File: config.mk
export PLATFORM = sky130hd
export DESIGN_NAME = free_block_bitmap_allocator_core_flat
export DESIGN_NICKNAME = d
export VERILOG_FILES = /design/src/rtl/fbba_pkg.sv /design/src/rtl/fbba_if.sv /design/src/rtl/free_block_bitmap_allocator_core.sv /design/src/flat_wrapper.sv
export VERILOG_INCLUDE_DIRS = /design/src /design/src/rtl
export SDC_FILE = /design/constraint.sdc
export NUM_CORES = 1
export LEC_CHECK = 0
export BUFFER_PORTS_ARGS = -buffer_cell sky130_fd_sc_hd__buf_2
export CORE_ASPECT_RATIO = 2
export CORE_MARGIN = 5
export CORE_UTILIZATION = 44
export DETAILED_ROUTE_END_ITERATION = 6
export PLACE_DENSITY = 0.63
export SYNTH_ARGS = -nofsm -noshare
export SYNTH_HDL_FRONTEND = slang
export SYNTH_SLANG_ARGS = --single-unit
File: constraint.sdc
create_clock -name i_clk -period 7.4 [get_ports i_clk]
set_input_delay 0.74 -clock i_clk [delete_from_list [all_inputs] [get_ports i_clk]]
set_output_delay 0.74 -clock i_clk [all_outputs]
set_load 0.05 [all_outputs]
File: src/rtl/free_block_bitmap_allocator_core_assert.svh
// Assertion macros for the free block bitmap allocator.
// Included by the RTL files that carry concurrent assertions; no dependencies.

`ifndef FREE_BLOCK_BITMAP_ALLOCATOR_CORE_ASSERT_SVH
`define FREE_BLOCK_BITMAP_ALLOCATOR_CORE_ASSERT_SVH

`ifndef ASSERT_OFF

// Clocked check, switched off while reset is held
`define FBBA_ASSERT(lbl, clk, rst_n, prop) \
    lbl: assert property (@(posedge clk) disable iff (!(rst_n)) (prop)) \
        else $error("fbba assertion failed");

// Clocked check that also holds through reset
`define FBBA_ASSERT_ALWAYS(lbl, clk, prop) \
    lbl: assert property (@(posedge clk) (prop)) \
        else $error("fbba assertion failed");

`else

`define FBBA_ASSERT(lbl, clk, rst_n, prop)
`define FBBA_ASSERT_ALWAYS(lbl, clk, prop)

`endif

`endif

File: src/rtl/fbba_pkg.sv
// Shared types and constants of the free block bitmap allocator.
// No dependencies; used by the channel interfaces and the core.

package fbba_pkg;

    // Size of the block map
    localparam int NUM_BLOCKS = 64;
    localparam int BLK_W      = (NUM_BLOCKS > 1) ? $clog2(NUM_BLOCKS) : 1;

    // Fixed field widths of the item channels
    localparam int COUNT_W = 7;
    localparam int IDX_W   = 6;

    // Request mode codes
    localparam logic MODE_ALLOC = 1'b0;
    localparam logic MODE_FREE  = 1'b1;

    // Result status codes
    typedef enum logic [1:0] {
        ST_ALLOCATED = 2'd0,
        ST_NO_SPACE  = 2'd1,
        ST_FREED     = 2'd2,
        ST_INVALID   = 2'd3
    } t_status;

    // Sequencer states
    typedef enum logic [1:0] {
        S_IDLE,
        S_SINGLE,
        S_ALLOC
    } t_state;

endpackage

File: src/rtl/fbba_if.sv
// Valid/ready channel interfaces for requests and results of the allocator.
// Depends on fbba_pkg.

interface fbba_req_if import fbba_pkg::*; ();
    logic               valid;
    logic               ready;
    logic               mode;
    logic [COUNT_W-1:0] block_count;
    logic [IDX_W-1:0]   free_index;

    modport source (output valid, mode, block_count, free_index, input ready);
    modport sink   (input valid, mode, block_count, free_index, output ready);
endinterface

interface fbba_res_if import fbba_pkg::*; ();
    logic             valid;
    logic             ready;
    logic [IDX_W-1:0] block_index;
    t_status          status;
    logic             last;

    modport source (output valid, block_index, status, last, input ready);
    modport sink   (input valid, block_index, status, last, output ready);
endinterface

File: src/rtl/free_block_bitmap_allocator_core.sv
// Free block bitmap allocator: block map, free counter, sequencer and result register.
// Depends on fbba_pkg, fbba_if.sv and free_block_bitmap_allocator_core_assert.svh.

`include "free_block_bitmap_allocator_core_assert.svh"

// One request item is taken at a time. The request is classified in the cycle
// it is accepted; an allocate of n blocks then yields n result items, one per
// cycle while the result channel is not stalled, each found by a single
// priority encoder that picks the lowest free block of the map. A free, a
// no_space or an invalid request gives one result item. A stall of the
// result channel holds the sequencer. Results pass through an output
// register, so the last result of a request may still be waiting while the
// next request is taken. All blocks are free after reset; no clearing pass
// is needed.
module free_block_bitmap_allocator_core import fbba_pkg::*; (
    input  logic        i_clk,
    input  logic        i_rst_n,
    fbba_req_if.sink    i_req,
    fbba_res_if.source  o_res
);

    // Block map and bookkeeping
    logic [NUM_BLOCKS-1:0] r_used,        n_used;
    logic [COUNT_W-1:0]    r_free_total,  n_free_total;
    logic [COUNT_W-1:0]    r_remaining,   n_remaining;
    t_state                r_state,       n_state;

    // Pending single result
    t_status               r_pend_status, n_pend_status;
    logic [IDX_W-1:0]      r_pend_index,  n_pend_index;

    // Output register
    logic                  r_out_valid,   n_out_valid;
    logic [IDX_W-1:0]      r_out_index,   n_out_index;
    t_status               r_out_status,  n_out_status;
    logic                  r_out_last,    n_out_last;

    logic                  req_fire;
    logic                  slot_free;
    logic                  alloc_fire;
    logic [BLK_W-1:0]      scan_idx;
    logic [BLK_W-1:0]      req_blk;

    // Priority encoder: lowest free block
    always_comb begin
        scan_idx = '0;
        for (int b = NUM_BLOCKS - 1; b >= 0; b--) begin
            if (!r_used[b]) begin
                scan_idx = BLK_W'(b);
            end
        end
    end

    assign req_blk     = i_req.free_index[BLK_W-1:0];
    assign i_req.ready = (r_state == S_IDLE);
    assign req_fire    = i_req.valid && i_req.ready;
    assign slot_free   = !r_out_valid || o_res.ready;
    assign alloc_fire  = (r_state == S_ALLOC) && slot_free;

    assign o_res.valid       = r_out_valid;
    assign o_res.block_index = r_out_index;
    assign o_res.status      = r_out_status;
    assign o_res.last        = r_out_last;

    // Sequencer: next state and datapath updates
    always_comb begin
        n_state       = r_state;
        n_used        = r_used;
        n_free_total  = r_free_total;
        n_remaining   = r_remaining;
        n_pend_status = r_pend_status;
        n_pend_index  = r_pend_index;
        n_out_valid   = r_out_valid;
        n_out_index   = r_out_index;
        n_out_status  = r_out_status;
        n_out_last    = r_out_last;

        // result taken downstream
        if (r_out_valid && o_res.ready) begin
            n_out_valid = 1'b0;
        end

        unique case (r_state)
            S_IDLE: begin
                if (req_fire) begin
                    n_pend_index = '0;
                    if (i_req.mode == MODE_ALLOC) begin
                        if (i_req.block_count == '0 ||
                            i_req.block_count > COUNT_W'(NUM_BLOCKS)) begin
                            n_pend_status = ST_INVALID;
                            n_state       = S_SINGLE;
                        end else if (i_req.block_count > r_free_total) begin
                            n_pend_status = ST_NO_SPACE;
                            n_state       = S_SINGLE;
                        end else begin
                            n_remaining = i_req.block_count;
                            n_state     = S_ALLOC;
                        end
                    end else begin
                        if ({1'b0, i_req.free_index} >= (IDX_W+1)'(NUM_BLOCKS) ||
                            !r_used[req_blk]) begin
                            n_pend_status = ST_INVALID;
                        end else begin
                            n_pend_status = ST_FREED;
                            n_pend_index  = i_req.free_index;
                        end
                        n_state = S_SINGLE;
                    end
                end
            end
            S_SINGLE: begin
                if (slot_free) begin
                    n_out_valid  = 1'b1;
                    n_out_index  = r_pend_index;
                    n_out_status = r_pend_status;
                    n_out_last   = 1'b1;
                    if (r_pend_status == ST_FREED) begin
                        n_used[r_pend_index[BLK_W-1:0]] = 1'b0;
                        n_free_total = r_free_total + COUNT_W'(1);
                    end
                    n_state = S_IDLE;
                end
            end
            S_ALLOC: begin
                if (slot_free) begin
                    n_used[scan_idx] = 1'b1;
                    n_free_total     = r_free_total - COUNT_W'(1);
                    n_remaining      = r_remaining - COUNT_W'(1);
                    n_out_valid      = 1'b1;
                    n_out_index      = IDX_W'(scan_idx);
                    n_out_status     = ST_ALLOCATED;
                    n_out_last       = (r_remaining == COUNT_W'(1));
                    if (r_remaining == COUNT_W'(1)) begin
                        n_state = S_IDLE;
                    end
                end
            end
            default: begin
                n_state = S_IDLE;
            end
        endcase
    end

    // Control registers
    always_ff @(posedge i_clk) begin
        if (!i_rst_n) begin
            r_state      <= S_IDLE;
            r_used       <= '0;
            r_free_total <= COUNT_W'(NUM_BLOCKS);
            r_out_valid  <= 1'b0;
        end else begin
            r_state      <= n_state;
            r_used       <= n_used;
            r_free_total <= n_free_total;
            r_out_valid  <= n_out_valid;
        end
    end

    // Payload registers
    always_ff @(posedge i_clk) begin
        r_remaining   <= n_remaining;
        r_pend_status <= n_pend_status;
        r_pend_index  <= n_pend_index;
        r_out_index   <= n_out_index;
        r_out_status  <= n_out_status;
        r_out_last    <= n_out_last;
    end

    // Free counter tracks the map
    `FBBA_ASSERT(a_free_count, i_clk, i_rst_n, r_free_total == COUNT_W'(NUM_BLOCKS - $countones(r_used)))
    // An allocation in progress always has blocks left to hand out
    `FBBA_ASSERT(a_alloc_left, i_clk, i_rst_n, (r_state == S_ALLOC) |-> (r_remaining != '0 && !(&r_used)))
    // A handed-out block is marked used in the map
    `FBBA_ASSERT(a_alloc_marks, i_clk, i_rst_n, alloc_fire |=> r_used[r_out_index[BLK_W-1:0]])
    // No request is taken while a request is in progress
    `FBBA_ASSERT(a_one_at_a_time, i_clk, i_rst_n, req_fire |=> !i_req.ready)

endmodule
File: src/flat_wrapper.sv
// flat-port wrapper written by rule: the top's interface ports become plain ports
module free_block_bitmap_allocator_core_flat import fbba_pkg::*;
  (i_clk, i_rst_n, i_req_valid, i_req_mode, i_req_block_count, i_req_free_index, i_req_ready, o_res_valid, o_res_block_index, o_res_status, o_res_last, o_res_ready);
  fbba_req_if i_req_i ();
  fbba_res_if o_res_i ();
  input  logic i_clk;
  input  logic i_rst_n;
  input wire logic [$bits(i_req_i.valid)-1:0] i_req_valid;
  input wire logic [$bits(i_req_i.mode)-1:0] i_req_mode;
  input wire logic [$bits(i_req_i.block_count)-1:0] i_req_block_count;
  input wire logic [$bits(i_req_i.free_index)-1:0] i_req_free_index;
  output wire logic [$bits(i_req_i.ready)-1:0] i_req_ready;
  output wire logic [$bits(o_res_i.valid)-1:0] o_res_valid;
  output wire logic [$bits(o_res_i.block_index)-1:0] o_res_block_index;
  output wire logic [$bits(o_res_i.status)-1:0] o_res_status;
  output wire logic [$bits(o_res_i.last)-1:0] o_res_last;
  input wire logic [$bits(o_res_i.ready)-1:0] o_res_ready;
  assign i_req_i.valid = i_req_valid;
  assign i_req_i.mode = i_req_mode;
  assign i_req_i.block_count = i_req_block_count;
  assign i_req_i.free_index = i_req_free_index;
  assign i_req_ready = i_req_i.ready;
  assign o_res_valid = o_res_i.valid;
  assign o_res_block_index = o_res_i.block_index;
  assign o_res_status = o_res_i.status;
  assign o_res_last = o_res_i.last;
  assign o_res_i.ready = o_res_ready;
  free_block_bitmap_allocator_core u_core (.i_clk(i_clk), .i_rst_n(i_rst_n), .i_req(i_req_i), .o_res(o_res_i));
endmodule
# Word level (Yosys, flattened, before mapping)
# Cells that the tools add are included.
# Widths: inputs -> output; s select.
# word_totals
register_bits,98
latchBits,0
ramBits,0
mem_bits_ro,0
inputBits,18
output_inout_bits,11
wordCells,162
memories,0
# classes
add_sub_neg,3
n_mul,0
div_mod_pow,0
n_lt_le_gt_ge,7
n_eq_ne,12
shift,0
muxes,107
bitwise_logic,3
n_reduce_logical,20
# op_table
op,n
$mux 6,66
$mux 64,3
$pmux 64 s2,1
$and 64x64->64,1
$not 64->64,1
$or 64x64->64,1
$mux 7,8
$pmux 7 s2,2
$mux 2,11
$lt 6x7->1 const B,3
$sub 7x1->7 const B,2
$demux 1 s6,2
$ge 6x1->1 const B,2
$pmux 6 s2,1
$ne 2x2->1 const B,5
$mux 1,9
$reduce_and 4->1,2
$add 7x1->7 const B,1
$eq 7x1->1 const B,1
$gt 7x7->1,1
$gt 7x7->1 const B,1
$logic_not 7->1,1
$bmux 1 s6,1
$ne 2x1->1 const B,3
other kinds (15),23

# Logic depth before layout (Yosys ltp)
# Gate-level depths: netlist (run 1).
# depth
word_depth,71
depth_mapped,13
depth_no_buf,11

# Worst setup path after synthesis (run 1)
# No wires, ideal clock.
# synth_path
kind,input port to flip-flop
start,in i_req_block_count[3]
end,"reg u_core.r_remaining[0], enable pin"
setup_ps,383
arrival_ps,2679
required_ps,7017
path_slack_ps,4338
cell_stages,7
n_path_buf,0
path_cell_list,or4_1 -> nor3_1 -> xnor2_1 -> nand2b_1 -> a21o_1 -> o31a_1 -> a211oi_1
# synth_via
elab_chain_len,4
elab_cells_between_ends,7
classes_between,2 x order compare; 2 x eq/ne; 3 x reduce/logical
# synth_rtl
element,line_no,text
"start, declared",flat_wrapper.sv:10,input wire logic [$bits(i_req_i.block_count)-1:0] i_req_block_count;
$gt 7x7->1 / $logic_not 7->1 (equally long branches),"free_block_bitmap_allocator_core.sv:89, free_block_bitmap_allocator_core.sv:88",
$logic_or 1x1->1,free_block_bitmap_allocator_core.sv:88,if (i_req.block_count == '0 ||
$ne 2x2->1 (no line),n/a,
$reduce_and 6->1 (no line) *,n/a,
"end signal, assigned",free_block_bitmap_allocator_core.sv:161,r_remaining <= n_remaining;
"end, declared",free_block_bitmap_allocator_core.sv:25,"logic [COUNT_W-1:0] r_remaining, n_remaining;"
# Every way passes the cells marked *; elsewhere a longest branch is shown, timed or not.
# A chain may end at the register's enable or synchronous reset.

# Worst setup path after layout (run 1)
# layout_path
start,in i_req_block_count[3]
end,"reg u_core.r_remaining[5], enable pin"
# Same word-level chain as after synthesis.

==> out/qor_table.md, run 1 <==
| Item | This run |
|:---|:---|
| Internal Pwr Total | 874 uW |
| Number of hold violations in the final report | 0 |
| TritonCTS Buffers | 9 |
| Part of the power in the clock network | 39.9% |
| Clock latency reported for the late side of the worst-skew pair | 0.35 ns |
| Number of cells on the critical path | 8 |
| Lkg Pwr | 1.97 nW |
| Placer congestion estimate | 0.993 |
| Starting density of the core | 44.5% |
| Height of the chip | 172 um |
| Status | finished clean |
| Start-to-end type of the worst setup path | in2reg |
| Via count normalized by instance count | 6.90 |
| Count of synthesis-stage warnings from yosys | 0 |
| CTS sink count | 98 |
| Flip-flop and latch count after synthesis | 98 |
| Fin Hold WS | 0.480 ns |
| Avg Synthesized Cell Area | 9.22 sq um |
| Core region area | 12900 sq um |
| Clock transition at the registers of the reported paths | 0.06 ns |
| TritonRoute pass-1 iters | 6 |
| Share of post-route cells with drive strength above 1 | 12.4% |
| Number of distinct library cells after synthesis | 63 |
| Startpoint types | input pin |
| Commonest non-fill, non-tap cell in the layout | dfxtp_1 |
| Final routed wire length divided by cell count | 24.8 um |
| Number of post-CTS setup repair buffers | 0 |
| Count of boundary I/O pins | 29 |
| Critical-path top delay cell | a211oi_1 |
| Number of cell instances on the worst register-to-register path | 6 |
| Cells resized by post-CTS repair | 0 |
| Clock tree from TritonCTS | yes |
| Share of power burned in registers | 48.4% |
| Gate Count Post-Synth | 623 |
| Portion of the post-synthesis area used by sequential elements | 38.3% |
| Top cells by area in the synthesized netlist | dfxtp_1, edfxtp_1, o211ai_1, mux4_2, o21ai_0 |
| Switching share of total power | 27.2% |
| Power density cells | 191 nW/um^2 |
| Initial antenna violation count | 0 |
| Clock tree root buffer cell | clkbuf_16 |
| Initial detailed-routing violation count | 515 |
| Transition at the pin with the smallest max-transition slack | 1.11 ns |
| Final cycle utilization of the critical path | 44.3% |
| Top flip-flop cell by instance count after synthesis | dfxtp_1 |
| Kind of path behind the tightest hold check | reg2reg |
| Area share of the largest cell type after synthesis | 25.8% |
| Crit Path Max Fanout | 7 |
| Cell Area, Synth | 5740 sq um |
| Area growth from synthesis to layout | 9.37% |
| Worst IR drop on VDD | 0.142 mV |
| Total power | 1.20 mW |
| Maximum level of the CTS H-tree | 3 |
| Switching power | 326 uW |
| Leading cell types in the layout, fill and taps excluded | dfxtp_1, o21ai_0, o211ai_1 |
| Critical path cell sequence | buf_2, or4_1, nor3_1, xnor2_1, nand2b_1, a21o_1, o31a_1, a211oi_1 |
| Required time of the critical path | 7.36 ns |
| Wire length after detailed routing | 19800 um |
| Accumulated negative setup slack | 0 ns |
| N_diodes | 0 |
| Final setup skew | 0.00929 ns |
| Crit-path leading delay family | compound AO/OA/AOI/OAI gates |
| Overflow after GRT | 0 |
| Worst hold path cell count | 2 |
| Vias in the first global route | 5413 |
| HPWL after detailed placement | 14700 um |
| Total via count after detailed routing | 5497 |
| Number of synthesized flops with an enable pin | 24 |
| Logic pwr share | 11.7% |
| Maximum number of pins on one net before global-route repair | 69 |
| Top cell type by total area after synthesis | dfxtp_1 |
| Number of antenna-violating nets in the routed design | 0 |
| Width of the chip | 90.8 um |
| Total Die Area | 15600 sq um |
| Timing-limited maximum frequency | 0.305 GHz |
| First-pass GRT wire length | 30200 um |
| Total global-route track usage | 25.2% |
| Share of synthesized flip-flops with an asynchronous set or reset | 0% |
| Standard-cell rows | 59 |
| Final number of setup-violating endpoints | 0 |
| Number of maximum-capacitance constraint violations | 0 |
| Setup repair after global routing missed its margin | false |
| Nature of the critical path endpoint | register |
| Nets in the synthesized netlist | 659 |
| Port Buffers | 28 |
| Cts-stage hold buffer count | 0 |
| Nets | 676 |
| Critical path buffer and inverter count | 1 |
| Worst EP arrival | 3.24 ns |
| Clock period minus final worst setup slack | 3.28 ns |
| Slew margin rel. | 25.4% |
| Clock tree buffer depth | 2 |
| CP max stage delay | 0.91 ns |
| DRC violations left | 0 |
| Max-slew violations | 0 |
[stage by stage]
stage	cell area [sq um]	util, %	setup slack, ns	cells
2_1_floorplan	5740	-	4.34	623
3_3_place_gp	5990	46.3	3.81	781
3_5_place_dp	5990	46.3	3.74	781
4_1_cts	6280	48.6	4.09	797
5_1_grt	6280	48.6	3.98	797
6_report	6280	48.6	4.12	797
[logic make-up (layout without fill, tap and decap cells)]
| logic type | after synthesis | after routing | synth area share, % |
|---|---|---|---|
| multiplexers | 25 | 25 | 8.78 |
| AO/OA/AOI/OAI | 224 | 224 | 25.5 |
| flip-flops | 98 | 98 | 38.3 |
| adder cells (fa/ha/maj) | 18 | 18 | 4.05 |
| AND/OR/NAND/NOR | 194 | 194 | 18.0 |
| buffers and inverters | 54 | 76 | 3.81 |
| XOR/XNOR | 10 | 10 | 1.53 |
[layout make-up]
class,instances,area [sq um]
Inverter,29,109
Clock buffer,11,233
Tap cell,152,190
Timing Repair Buffer,31,163
Fill cell,1188,6640
Clock inverter,5,62.6
Multi-Input combinational cell,471,3320
Sequential cell,98,2200
[final timing paths]
kind	start	to	slack, ns
worst max-delay path	i_req_block_count[3]	u_core.r_remaining[5]$_DFFE_PP_	4.12
worst min-delay path	u_core.r_free_total[3]$_SDFFE_PN0P_	u_core.r_free_total[3]$_SDFFE_PN0P_	0.48
worst max register to register	u_core.r_used[3]$_SDFFE_PN0P_	u_core.r_used[22]$_SDFFE_PN0P_	4.26
worst min register to register	u_core.r_free_total[3]$_SDFFE_PN0P_	u_core.r_free_total[3]$_SDFFE_PN0P_	0.48
[state kept, by name, indices dropped and copies added (netlist names)]
register and flops:
u_core.r_used 64, u_core.r_free_total 7, u_core.r_remaining 7, u_core.o_res.block_index 6, u_core.r_pend_index 6, u_core.o_res.status 2
u_core.r_pend_status 2, u_core.r_state 2, u_core.o_res.last 1, u_core.o_res.valid 1
[synth_stat cells, drive strengths merged (4+ instances only)]
cell type  instances
o21ai             83
dfxtp             74
o211ai            64
nand2             47
nor2              31
inv               28
nand3             26
edfxtp            24
nand4             24
a21oi             21
mux4              20
clkbuf            18
ha                17
nor2b             14
and2               9
a211oi             8
xnor2              8
a21boi             7
a21o               7
buf                7
and4               6
nand2b             6
nand3b             6
nor4               6
nor3               5
o21a               5
a31oi              4
[worst reg2reg max path, stage by stage, from the launching register on]
cell	delay, ns
dfxtp_1	0.55
nand3_1	0.22
nor4b_2	0.54
a221oi_1	0.28
o221ai_1	0.50
nand4_1	0.61
o21ai_0	0.34
[power by group through the flow]
stage / Combinational, mW / Clock, mW / Sequential, mW
after global placement: 0.137 / 0 / 0.592
after global routing: 0.152 / 0.500 / 0.583
after floorplan: 0.0829 / 0 / 0.604
after CTS: 0.140 / 0.479 / 0.581
after detailed placement: 0.140 / 0 / 0.593
final: 0.141 / 0.479 / 0.581
[layer usage]
| layer | part of all wire [%] | vias to the layer above | GRT usage (%) |
|---|---|---|---|
| met2 | 54 | 277 | 47.5 |
| met3 | 5.8 | 107 | 4.38 |
| met4 | 8.1 | 0 | 18.4 |
| met5 | 0 | - | 0 |
| li1 | - | 2444 | - |
| met1 | 32 | 2669 | 24.0 |
No activity file was read; power rests on OpenSTA's default activity.
==> inputs of run 2 (changes only) <==
--- a/config.mk
+++ b/config.mk
@@ -11,7 +11,7 @@
 export CORE_MARGIN = 5
 export CORE_UTILIZATION = 44
 export DETAILED_ROUTE_END_ITERATION = 6
-export PLACE_DENSITY = 0.63
+export PLACE_DENSITY = 0.66
 export SYNTH_ARGS = -nofsm -noshare
 export SYNTH_HDL_FRONTEND = slang
 export SYNTH_SLANG_ARGS = --single-unit
==> constraint.sdc (replaced) <==
create_clock -name i_clk -period 2.81 [get_ports i_clk]
set_input_delay 0.281 -clock i_clk [delete_from_list [all_inputs] [get_ports i_clk]]
set_output_delay 0.281 -clock i_clk [all_outputs]
set_load 0.05 [all_outputs]
==> run 2 against run 1 <==
  * Flip-flop and latch count is the same
  * Final cell count is 4.9% higher
  * Die area stayed put
  * Global-route usage rose by 1.0 points
  * Worst setup slack worse by 3.9 ns
  * Critical endpoint is now u_core.r_used[26]$_SDFFE_PN0P_
  * Routed wire length up 3.5%
  * Critical path type is now reg2reg
  * Largest power group unchanged
==> out/qor_table.md, run 2 (same netlist as run 1, synthesis figures left out) <==
| Item | This run |
|:---|:---|
| Maximum number of pins on one net before global-route repair | 68 |
| Logic pwr share | 12.3% |
| Share of power burned in registers | 48.9% |
| Clock tree root buffer cell | clkbuf_16 |
| Clock period minus final worst setup slack | 2.63 ns |
| Core region area | 12900 sq um |
| TritonCTS Buffers | 9 |
| Final setup skew | 0.00608 ns |
| Registers with the most flip-flops | u_core.r_used: 64 flops, u_core.r_free_total: 7 flops, u_core.r_remaining: 7 flops |
| Startpoint types | register |
| Switching share of total power | 28.5% |
| Part of the power in the clock network | 38.8% |
| Starting density of the core | 44.5% |
| Overflow after GRT | 0 |
| Total Die Area | 15600 sq um |
| Most flop-heavy register | u_core.r_used |
| Cts-stage hold buffer count | 0 |
| Transition at the pin with the smallest max-transition slack | 0.740 ns |
| Height of the chip | 172 um |
| Reg-to-reg slack, setup | 0.18 ns |
| Critical-path top delay cell | or4b_1 |
| Clock latency reported for the late side of the worst-skew pair | 0.35 ns |
| Internal Pwr Total | 2.23 mW |
| Number of maximum-capacitance constraint violations | 0 |
| Width of the chip | 90.8 um |
| Nets | 715 |
| End of the worst register-to-register path | u_core.r_used[26]$_SDFFE_PN0P_ |
| Worst EP arrival | 2.91 ns |
| Required time of the critical path | 3.09 ns |
| Share of post-route cells with drive strength above 1 | 18.0% |
| Accumulated negative setup slack | 0 ns |
| Worst IR drop on VDD | 0.453 mV |
| Timing-limited maximum frequency | 0.381 GHz |
| Status | finished clean |
| DRC violations left | 0 |
| Number of cell instances on the worst register-to-register path | 9 |
| Via count normalized by instance count | 6.72 |
| Final cycle utilization of the critical path | 93.5% |
| Placer congestion estimate | 1.00 |
| HPWL after detailed placement | 15400 um |
| Setup repair after global routing missed its margin | false |
| Source of the critical timing path | u_core.r_used[59]$_SDFFE_PN0P_ |
| Count of fill cells added during filler insertion | 1188 |
| Number of post-CTS setup repair buffers | 0 |
| Start-to-end type of the worst setup path | reg2reg |
| Sequential cell area | 2200 sq um |
| Worst flop-to-flop path startpoint | u_core.r_used[59]$_SDFFE_PN0P_ |
| Power density cells | 474 nW/um^2 |
| Initial detailed-routing violation count | 570 |
| Clock tree from TritonCTS | yes |
| Number of antenna-violating nets in the routed design | 0 |
| N_diodes | 0 |
| TritonRoute pass-1 iters | 6 |
| Clock tree buffer depth | 2 |
| Total power | 3.12 mW |
| Initial antenna violation count | 0 |
| Critical path cell sequence | inv_1, o221a_2, o21ai_0, a221oi_1, buf_4, o21ai_1, or4b_1, buf_4, o21ai_1 |
| Leading cell types in the layout, fill and taps excluded | dfxtp_1, o21ai_0, o211ai_1 |
| Clock transition at the registers of the reported paths | 0.07 ns |
| Count of boundary I/O pins | 29 |
| Standard-cell rows | 59 |
| Switching power | 891 uW |
| Slew margin rel. | 50.7% |
| First-pass GRT wire length | 31300 um |
| Area of combinational cells with multiple inputs | 3330 sq um |
| Area growth from synthesis to layout | 14.7% |
| Commonest non-fill, non-tap cell in the layout | dfxtp_1 |
| Nature of the critical path endpoint | register |
| Vias in the first global route | 5588 |
| Final routed wire length divided by cell count | 24.5 um |
| Max-slew violations | 0 |
| CTS sink count | 98 |
| Port Buffers | 28 |
| Maximum level of the CTS H-tree | 3 |
| Total via count after detailed routing | 5616 |
| Crit path to | u_core.r_used[26]$_SDFFE_PN0P_ |
| Crit Path Max Fanout | 8 |
| Total global-route track usage | 26.2% |
| Number of hold violations in the final report | 0 |
| Lkg Pwr | 2.17 nW |
| Kind of path behind the tightest hold check | in2reg |
| CP max stage delay | 0.47 ns |
| Largest register FFs | 64 |
| Final number of setup-violating endpoints | 0 |
| Wire length after detailed routing | 20500 um |
## run 2: changes by cell type in the layout (fill, tap and decap cells not counted), sizes merged
cell / delta
buf: +39
bufinv: -1
clkbuf: -2
clkinv: +1
inv: +2
## run 2: what timing repair did
item,in CTS,in global routing
resized for setup,0,2
setup endpoints to repair,0,7
endpoints found under the hold margin,0,0
## run 2: how the worst min path moves through the flow
| stage | startpoint | end | slack (ns) | depth (start not counted) |
|---|---|---|---|---|
| final | i_req_free_index[5] | u_core.r_pend_index[5]$_SDFFCE_PN0P_ | 0.25 | 2 |
| after global routing | i_req_free_index[5] | u_core.r_pend_index[5]$_SDFFCE_PN0P_ | 0.27 | 2 |
| after CTS | i_req_free_index[5] | u_core.r_pend_index[5]$_SDFFCE_PN0P_ | 0.25 | 2 |
| after detailed placement | u_core.r_free_total[3]$_SDFFE_PN0P_ | u_core.r_free_total[3]$_SDFFE_PN0P_ | 0.48 | 2 |
| after global placement | u_core.r_free_total[3]$_SDFFE_PN0P_ | u_core.r_free_total[3]$_SDFFE_PN0P_ | 0.46 | 2 |
| after floorplan | u_core.r_free_total[2]$_SDFFE_PN0P_ | u_core.r_free_total[2]$_SDFFE_PN0P_ | 0.45 | 2 |
## run 2: critical path: cells and delay by family (launching register included)
kind | cells | cell delay (ns)
compound gates | 5 | 1.23
simple gates | 1 | 0.47
buf+inv | 3 | 0.43
flops | 1 | 0.43
## run 2: per-layer routing
metal	up-vias	share of wire, %	GRT usage, %
met5	-	0	0
met4	0	9.3	21.3
met3	106	5.6	3.24
met2	283	52	48.5
met1	2697	33	25.6
li1	2530	-	-
## run 2: metrics by stage
stage          hold slack, ns  utilization (%)  setup slack (ns)  instances  area (sq um)
2_1_floorplan           0.449                -            0.0626        623          5740
3_3_place_gp            0.460             48.7             0.174        820          6290
3_5_place_dp            0.477             48.7             0.142        820          6290
4_1_cts                 0.252             50.9             0.110        836          6580
5_1_grt                 0.273             51.0           0.00672        836          6590
6_report                0.252             51.0             0.183        836          6590
## run 2: power by group through the flow
stage          logic, mW  clock network (mW)  registers [mW]
2_1_floorplan      0.218                   0            1.59
3_3_place_gp       0.375                   0            1.56
3_5_place_dp       0.381                   0            1.56
4_1_cts            0.383                1.23            1.53
5_1_grt            0.414                1.27            1.53
6_report           0.385                1.21            1.53
## run 2: area by class of cell
| class | instances | area share [%] |
|---|---|---|
| Clock buffer | 9 | 3.42 |
| Multi-Input combinational cell | 471 | 50.6 |
| Tap cell | 152 | 2.89 |
| Clock inverter | 7 | 0.931 |
| Timing Repair Buffer | 70 | 7.10 |
| Inverter | 29 | 1.65 |
| Sequential cell | 98 | 33.4 |
